--- src/mmu_pkg.sv ---
// Shared types, constants and helpers for the matrix multiply unit.
`default_nettype none

package mmu_pkg;

  localparam int MAX_DIM   = 8;
  localparam int IDX_BITS  = 3;
  localparam int DIM_BITS  = 4;
  localparam int ELEM_BITS = 16;
  localparam int PROD_BITS = 35;
  localparam int MUL_BITS  = 2 * ELEM_BITS;
  localparam int ADDR_BITS = 2 * IDX_BITS;
  localparam int DEPTH     = MAX_DIM * MAX_DIM;
  localparam int CFG_BITS  = 2;

  localparam logic [1:0] ACT_LOAD_A = 2'd0;
  localparam logic [1:0] ACT_LOAD_B = 2'd1;
  localparam logic [1:0] ACT_START  = 2'd2;

  localparam logic [CFG_BITS-1:0] REG_A_ROWS = 2'd0;
  localparam logic [CFG_BITS-1:0] REG_A_COLS = 2'd1;
  localparam logic [CFG_BITS-1:0] REG_B_ROWS = 2'd2;
  localparam logic [CFG_BITS-1:0] REG_B_COLS = 2'd3;

  localparam logic [DIM_BITS-1:0] DIM_MAX = DIM_BITS'(MAX_DIM);
  localparam logic [DIM_BITS-1:0] DIM_ONE = DIM_BITS'(1);

  typedef struct packed {
    logic [1:0]                  action;
    logic [IDX_BITS-1:0]         row;
    logic [IDX_BITS-1:0]         col;
    logic signed [ELEM_BITS-1:0] value;
  } in_item_t;

  typedef struct packed {
    logic signed [PROD_BITS-1:0] product;
    logic [IDX_BITS-1:0]         out_row;
    logic [IDX_BITS-1:0]         out_col;
    logic                        last;
    logic                        error;
  } out_item_t;

  // Saturate a written dimension into 1..MAX_DIM.
  function automatic logic [DIM_BITS-1:0] clamp_dim(input logic [DIM_BITS-1:0] v);
    logic [DIM_BITS-1:0] d;
    if (v == '0) begin
      d = DIM_ONE;
    end else if (v > DIM_MAX) begin
      d = DIM_MAX;
    end else begin
      d = v;
    end
    return d;
  endfunction

endpackage

`default_nettype wire

--- src/mmu_ram.sv ---
// Generic single-write, single-read RAM with registered read data.
`default_nettype none

module mmu_ram #(
  parameter int WIDTH = 16,
  parameter int DEPTH = 64
) (
  input  wire logic                     clk,
  input  wire logic                     we,
  input  wire logic [$clog2(DEPTH)-1:0] waddr,
  input  wire logic [WIDTH-1:0]         wdata,
  input  wire logic [$clog2(DEPTH)-1:0] raddr,
  output logic      [WIDTH-1:0]         rdata
);

  logic [WIDTH-1:0] mem [DEPTH];

  always_ff @(posedge clk) begin
    if (we) begin
      mem[waddr] <= wdata;
    end
    rdata <= mem[raddr];
  end

endmodule

`default_nettype wire

--- src/matrix_multiply_unit.sv ---
// Matrix multiply unit: element stores for A and B, multiply-accumulate sequencer.
//
//  channel   signals                          direction  carries
//  in        in_valid, in_ready, in_data      to block   load A / load B / start
//  out       out_valid, out_ready, out_data   from block one product element
//  cfg       cfg_we, cfg_index, cfg_data      to block   a_rows, a_cols, b_rows, b_cols
//
// Loads are taken one per cycle while the block is idle and may follow back to back.
// A start walks the inner index one element pair a cycle through the store read
// port, the multiplier and the accumulator; each product element then waits
// until the output register is free before it is loaded there.
// in_ready is low while a product run is in progress; it rises once the final
// element sits in the output register. Reset clears control only; stores hold
// undefined data until written.
`default_nettype none

module matrix_multiply_unit (
  input  wire logic                            clk,
  input  wire logic                            rst,
  input  wire logic                            in_valid,
  output logic                                 in_ready,
  input  wire mmu_pkg::in_item_t               in_data,
  output logic                                 out_valid,
  input  wire logic                            out_ready,
  output mmu_pkg::out_item_t                   out_data,
  input  wire logic                            cfg_we,
  input  wire logic [mmu_pkg::CFG_BITS-1:0]    cfg_index,
  input  wire logic [mmu_pkg::DIM_BITS-1:0]    cfg_data
);

  typedef enum logic [2:0] {IDLE, RUN, DRAIN, EMIT, FAULT} state_t;

  state_t state;

  logic [mmu_pkg::DIM_BITS-1:0] a_rows, a_cols, b_rows, b_cols;
  logic [mmu_pkg::IDX_BITS-1:0] i_cnt, j_cnt, k_cnt;

  logic in_xfer, out_free, k_last, j_last, i_last;
  logic we_a, we_b;
  logic [mmu_pkg::ADDR_BITS-1:0] waddr, raddr_a, raddr_b;
  logic [mmu_pkg::ELEM_BITS-1:0] rdata_a, rdata_b;

  logic                                s1_v, s1_first, s1_last;
  logic                                s2_v, s2_first, s2_last;
  logic signed [mmu_pkg::MUL_BITS-1:0]  s2_prod;
  logic signed [mmu_pkg::PROD_BITS-1:0] acc;

  assign in_ready = (state == IDLE);
  assign in_xfer  = in_valid && in_ready;
  assign out_free = !out_valid || out_ready;

  assign k_last = ({1'b0, k_cnt} + mmu_pkg::DIM_ONE) == a_cols;
  assign j_last = ({1'b0, j_cnt} + mmu_pkg::DIM_ONE) == b_cols;
  assign i_last = ({1'b0, i_cnt} + mmu_pkg::DIM_ONE) == a_rows;

  assign waddr   = {in_data.row, in_data.col};
  assign we_a    = in_xfer && (in_data.action == mmu_pkg::ACT_LOAD_A);
  assign we_b    = in_xfer && (in_data.action == mmu_pkg::ACT_LOAD_B);
  assign raddr_a = {i_cnt, k_cnt};
  assign raddr_b = {k_cnt, j_cnt};

  mmu_ram #(.WIDTH(mmu_pkg::ELEM_BITS), .DEPTH(mmu_pkg::DEPTH)) u_a_store (
    .clk   (clk),
    .we    (we_a),
    .waddr (waddr),
    .wdata (in_data.value),
    .raddr (raddr_a),
    .rdata (rdata_a)
  );

  mmu_ram #(.WIDTH(mmu_pkg::ELEM_BITS), .DEPTH(mmu_pkg::DEPTH)) u_b_store (
    .clk   (clk),
    .we    (we_b),
    .waddr (waddr),
    .wdata (in_data.value),
    .raddr (raddr_b),
    .rdata (rdata_b)
  );

  // Configuration registers, saturated on write.
  always_ff @(posedge clk) begin
    if (rst) begin
      a_rows <= mmu_pkg::DIM_MAX;
      a_cols <= mmu_pkg::DIM_MAX;
      b_rows <= mmu_pkg::DIM_MAX;
      b_cols <= mmu_pkg::DIM_MAX;
    end else if (cfg_we) begin
      unique case (cfg_index)
        mmu_pkg::REG_A_ROWS: a_rows <= mmu_pkg::clamp_dim(cfg_data);
        mmu_pkg::REG_A_COLS: a_cols <= mmu_pkg::clamp_dim(cfg_data);
        mmu_pkg::REG_B_ROWS: b_rows <= mmu_pkg::clamp_dim(cfg_data);
        mmu_pkg::REG_B_COLS: b_cols <= mmu_pkg::clamp_dim(cfg_data);
        default: ;
      endcase
    end
  end

  // Read, multiply, accumulate; tags travel alongside the data.
  always_ff @(posedge clk) begin
    if (rst) begin
      s1_v <= 1'b0;
      s2_v <= 1'b0;
    end else begin
      s1_v <= (state == RUN);
      s2_v <= s1_v;
    end
    s1_first <= (k_cnt == '0);
    s1_last  <= k_last;
    s2_first <= s1_first;
    s2_last  <= s1_last;
    s2_prod  <= $signed(rdata_a) * $signed(rdata_b);
    if (s2_v) begin
      acc <= (s2_first ? '0 : acc) + mmu_pkg::PROD_BITS'(s2_prod);
    end
  end

  // Sequencer and output register.
  always_ff @(posedge clk) begin
    if (rst) begin
      state     <= IDLE;
      out_valid <= 1'b0;
      i_cnt     <= '0;
      j_cnt     <= '0;
      k_cnt     <= '0;
    end else begin
      if (out_valid && out_ready) begin
        out_valid <= 1'b0;
      end
      unique case (state)
        IDLE: begin
          if (in_xfer && (in_data.action == mmu_pkg::ACT_START)) begin
            i_cnt <= '0;
            j_cnt <= '0;
            k_cnt <= '0;
            state <= (a_cols != b_rows) ? FAULT : RUN;
          end
        end
        RUN: begin
          if (k_last) begin
            k_cnt <= '0;
            state <= DRAIN;
          end else begin
            k_cnt <= k_cnt + 1'b1;
          end
        end
        DRAIN: begin
          if (s2_v && s2_last) begin
            state <= EMIT;
          end
        end
        EMIT: begin
          if (out_free) begin
            out_valid        <= 1'b1;
            out_data.product <= acc;
            out_data.out_row <= i_cnt;
            out_data.out_col <= j_cnt;
            out_data.last    <= i_last && j_last;
            out_data.error   <= 1'b0;
            if (j_last) begin
              j_cnt <= '0;
              i_cnt <= i_cnt + 1'b1;
              state <= i_last ? IDLE : RUN;
            end else begin
              j_cnt <= j_cnt + 1'b1;
              state <= RUN;
            end
          end
        end
        FAULT: begin
          if (out_free) begin
            out_valid        <= 1'b1;
            out_data.product <= '0;
            out_data.out_row <= '0;
            out_data.out_col <= '0;
            out_data.last    <= 1'b1;
            out_data.error   <= 1'b1;
            state            <= IDLE;
          end
        end
        default: state <= IDLE;
      endcase
    end
  end

endmodule

`default_nettype wire

--- config.mk ---
export PLATFORM = sky130hd
export DESIGN_NAME = matrix_multiply_unit
export DESIGN_NICKNAME = d
export VERILOG_FILES = /design/src/mmu_pkg.sv /design/src/mmu_ram.sv /design/src/matrix_multiply_unit.sv
export SDC_FILE = /design/constraint.sdc
export NUM_CORES = 2
export LEC_CHECK = 0
export BUFFER_PORTS_ARGS = -buffer_cell sky130_fd_sc_hd__clkbuf_2
export CAP_MARGIN = 20
export CELL_PAD_IN_SITES_DETAIL_PLACEMENT = 2
export CELL_PAD_IN_SITES_GLOBAL_PLACEMENT = 2
export CORE_MARGIN = 1
export CORE_UTILIZATION = 53
export DETAILED_ROUTE_END_ITERATION = 12
export GPL_ROUTABILITY_DRIVEN = 0
export PLACE_DENSITY = 0.95
export SYNTH_ARGS = -nofsm -noshare
export SYNTH_HDL_FRONTEND = slang
export SYNTH_HIERARCHICAL = 1
export SYNTH_SLANG_ARGS = --single-unit
export TNS_END_PERCENT = 100
--- constraint.sdc ---
create_clock -name clk -period 17.85 [get_ports clk]
set_clock_uncertainty 0.05 [all_clocks]
set_input_delay 0.8925 -clock clk [delete_from_list [all_inputs] [get_ports clk]]
set_output_delay 0.8925 -clock clk [all_outputs]
set_load 0.005 [all_outputs]
==> results.py <==
metrics = {
    "status": {
        "status": "finished, violations left",
        "violations": "max-slew violations",
    },
    "grt": {
        "first_global_vias": 62256,
        "antenna_found_initial": 61,
        "grt_pass1_wl_um": 576000,
        "grt_overflow": 0,
        "grt_use_total": 0.465,
        "grt_max_degree": 127,
    },
    "logic_synthesis": {
        "post_synth.cell_area_avg_sq_um": 18.1,
        "synthTopCellsByArea": "edfxtp_1 66%, mux4_2 10%, fa_1 5.4%",
        "ys_async_sr_fraction": 0,
        "postSynthCellCount": 5334,
        "yosys.area.top_type": "edfxtp_1",
        "ys.flop_type": "edfxtp_1",
        "synth_area_sq_um": 96600,
        "syn_nets": 5752,
        "synth_top_area_frac": 0.661,
        "yosysWarnings": 6,
        "ys_seq_area_frac": 0.681,
        "ys_types": 79,
        "synth_edf_count": 2126,
        "ys_ff_latch": 2225,
    },
    "timing": {
        "finalHoldViolCount": 0,
        "final.setup.tns_ns": 0,
        "rsz0062_at_grt": "no",
        "min_period_ns": 8.65,
        "max_freq_mhz": 116,
        "maxSlewHeadroom": -0.0414,
        "setup_viol_count_final": 0,
        "worst_slew_pin_slew_ns": 1.56,
        "maxSlewViolCount": 1,
        "fin_crit_sh": 0.484,
    },
    "worst_hold_path": {
        "hold_path_depth": 0,
        "min_to": "s2_first",
        "hp-class": "flip-flop to flip-flop",
        "worstHoldStart": "s1_first",
    },
    "floorplan": {
        "die_w_um": 429,
        "die_area_sq_um": 184000,
        "initial_utilization": 0.534,
        "pin_count": 80,
        "core_area_sq_um": 181000,
        "rows": 156,
        "die_h_um": 429,
    },
    "cts": {
        "clkLatencyLatePin_ns": 0.97,
        "cts_hold_buffers": 0,
        "numCtsBuffers": 224,
        "root_buffer": "clkbuf_16",
        "clockBufferDepth": 3,
        "cts_resized": 0,
        "post_cts_buffers": 0,
        "clock_sinks": 2225,
        "cts_tree": "built",
        "cts_max_level": 4,
        "path_clk_slew_ns": 0.08,
    },
    "placed_design": {
        "io_buffers": 79,
        "hpwl_um": 245000,
    },
    "route": {
        "wirelength_um": 462000,
        "dr.first_iter.drc_count": 13538,
        "wire_per_inst_um": 56.6,
        "drt-pass1-iter-count": 6,
        "ant_nets": 0,
        "drc": 0,
        "num_vias": 65082,
        "vias_per_cell": 7.97,
    },
    "setup_path": {
        "reg2reg_to": "s2_prod[28]",
        "cp.arrival_ns": 9.44,
        "startpoint_type": "flip-flop",
        "r2r_setup_slack_ns": 9.20,
        "crit_type": "flip-flop to flip-flop",
        "rr_worst_depth": 23,
        "worst_setup_path_end_kind": "flip-flop",
        "r2r_start": "u_a_store/rdata[4]",
        "required_ns": 18.64,
        "path_max_fanout": 16,
    },
    "finish": {
        "layout_common_cells": "2,126 x edfxtp_1, 440 x mux4_2, 325 x inv_1",
        "fin_util": 0.597,
        "final_common_cell": "edfxtp_1",
        "final_nets": 6001,
        "drive_gt1_frac": 0.204,
        "area_delta_synth_final_pct": 11.9,
    },
    "flow_run": {
        "maxCapViolCount": 0,
    },
}
[worst max path at each step]
| stage | startpoint | endpoint |
|---|---|---|
| after CTS | u_a_store/rdata[11] | s2_prod[28] |
| after floorplan | u_b_store/rdata[7] | s2_prod[28] |
| final | u_a_store/rdata[4] | s2_prod[28] |
| after global placement | u_a_store/rdata[10] | s2_prod[28] |
| after global routing | u_a_store/rdata[4] | s2_prod[28] |
| after detailed placement | u_a_store/rdata[3] | s2_prod[28] |
[synthesized netlist by cell type, drive strengths merged (11+ instances only)]
master	instances
and2	167
clkbuf	99
a221o	14
nand2	267
buf	154
a221oi	32
a211o	21
a311oi	16
nand4	29
o21ai	47
edfxtp	2126
a21o	29
a22oi	83
mux2i	186
fa	263
dfxtp	99
and4	11
mux4	448
xor2	25
nand2b	28
nand3	58
nor2b	106
mux2	54
xnor2	57
a211oi	22
a22o	12
inv	325
a21oi	89
nor2	215
a31oi	29
nor3	18
ha	120
[area by class of cell]
| type | instances | area, sq um |
|---|---|---|
| fillers | 14557 | 72800 |
| flip-flops and latches | 2225 | 65800 |
| multi-input cells | 2531 | 28100 |
| clock buffers | 280 | 5930 |
| well taps | 2370 | 2970 |
| repair buffers | 276 | 2560 |
| clock inverters | 137 | 1430 |
| inverters | 325 | 1220 |
| diodes | 21 | 52.6 |
[state kept, by name (all words and copies together) (netlist names)]
signal and count:
s2_last 1, u_b_store/mem 1024, state 3, s2_first 1, acc 35, s1_v 1
u_a_store/rdata 16, s1_first 1, j_cnt 3, s2_v 1, k_cnt 3, i_cnt 3
s1_last 1, b_rows 4, a_rows 4, a_cols 4, u_a_store/mem 1024, s2_prod 32
out_valid 1, out_data 43, u_b_store/rdata 16, b_cols 4
[cells by family (layout without fill, tap and decap cells)]
logic type                 count (synthesis)  count (layout)  synth area share
DFF                                     2225            2225             0.681
buffers and inverters                    578            1018            0.0296
and+or+nand+nor                          937             937            0.0487
other                                      0              21                 0
muxes                                    688             688             0.130
AOI/OAI and AO/OA                        441             441            0.0326
adders and majority gates                383             383            0.0700
xor gates and xnor gates                  82              82           0.00743
[critical path, stage by stage, from the launching register on]
cell      delay, ns
dfxtp_1        1.01
nand2_1        0.32
fa_1           0.66
inv_1          0.09
fa_1           0.40
inv_1          0.11
fa_1           0.43
inv_1          0.16
fa_1           0.50
fa_1           0.59
inv_1          0.10
fa_1           0.51
inv_1          0.05
ha_1           0.38
a21oi_1        0.26
o21ai_0        0.24
a32oi_1        0.36
a31oi_2        0.23
a31oi_1        0.62
a21oi_2        0.22
a31oi_1        0.54
o21bai_1       0.20
a21oi_1        0.33
xnor2_1        0.21
[layer usage]
metal	GRT usage	wire length [um]	vias to the layer above
met2	0.693	201000	8093
met4	0.209	33800	52
met5	0	425	-
met3	0.132	70300	2118
met1	0.642	156000	33740
li1	-	-	21079
[per-stage QoR]
stage	instances	area, sq um	hold WS, ns	setup WS, ns
after floorplan	5334	96600	0.260	11.82
after global placement	7680	99800	0.265	11.15
after detailed placement	7683	99800	0.273	10.54
after CTS	8100	107000	0.308	9.95
after global routing	8146	108000	0.317	9.42
final	8165	108000	0.309	9.20
Power is not shown: default switching activity piles up to over one toggle a cycle in this logic, so the estimate is an artifact.
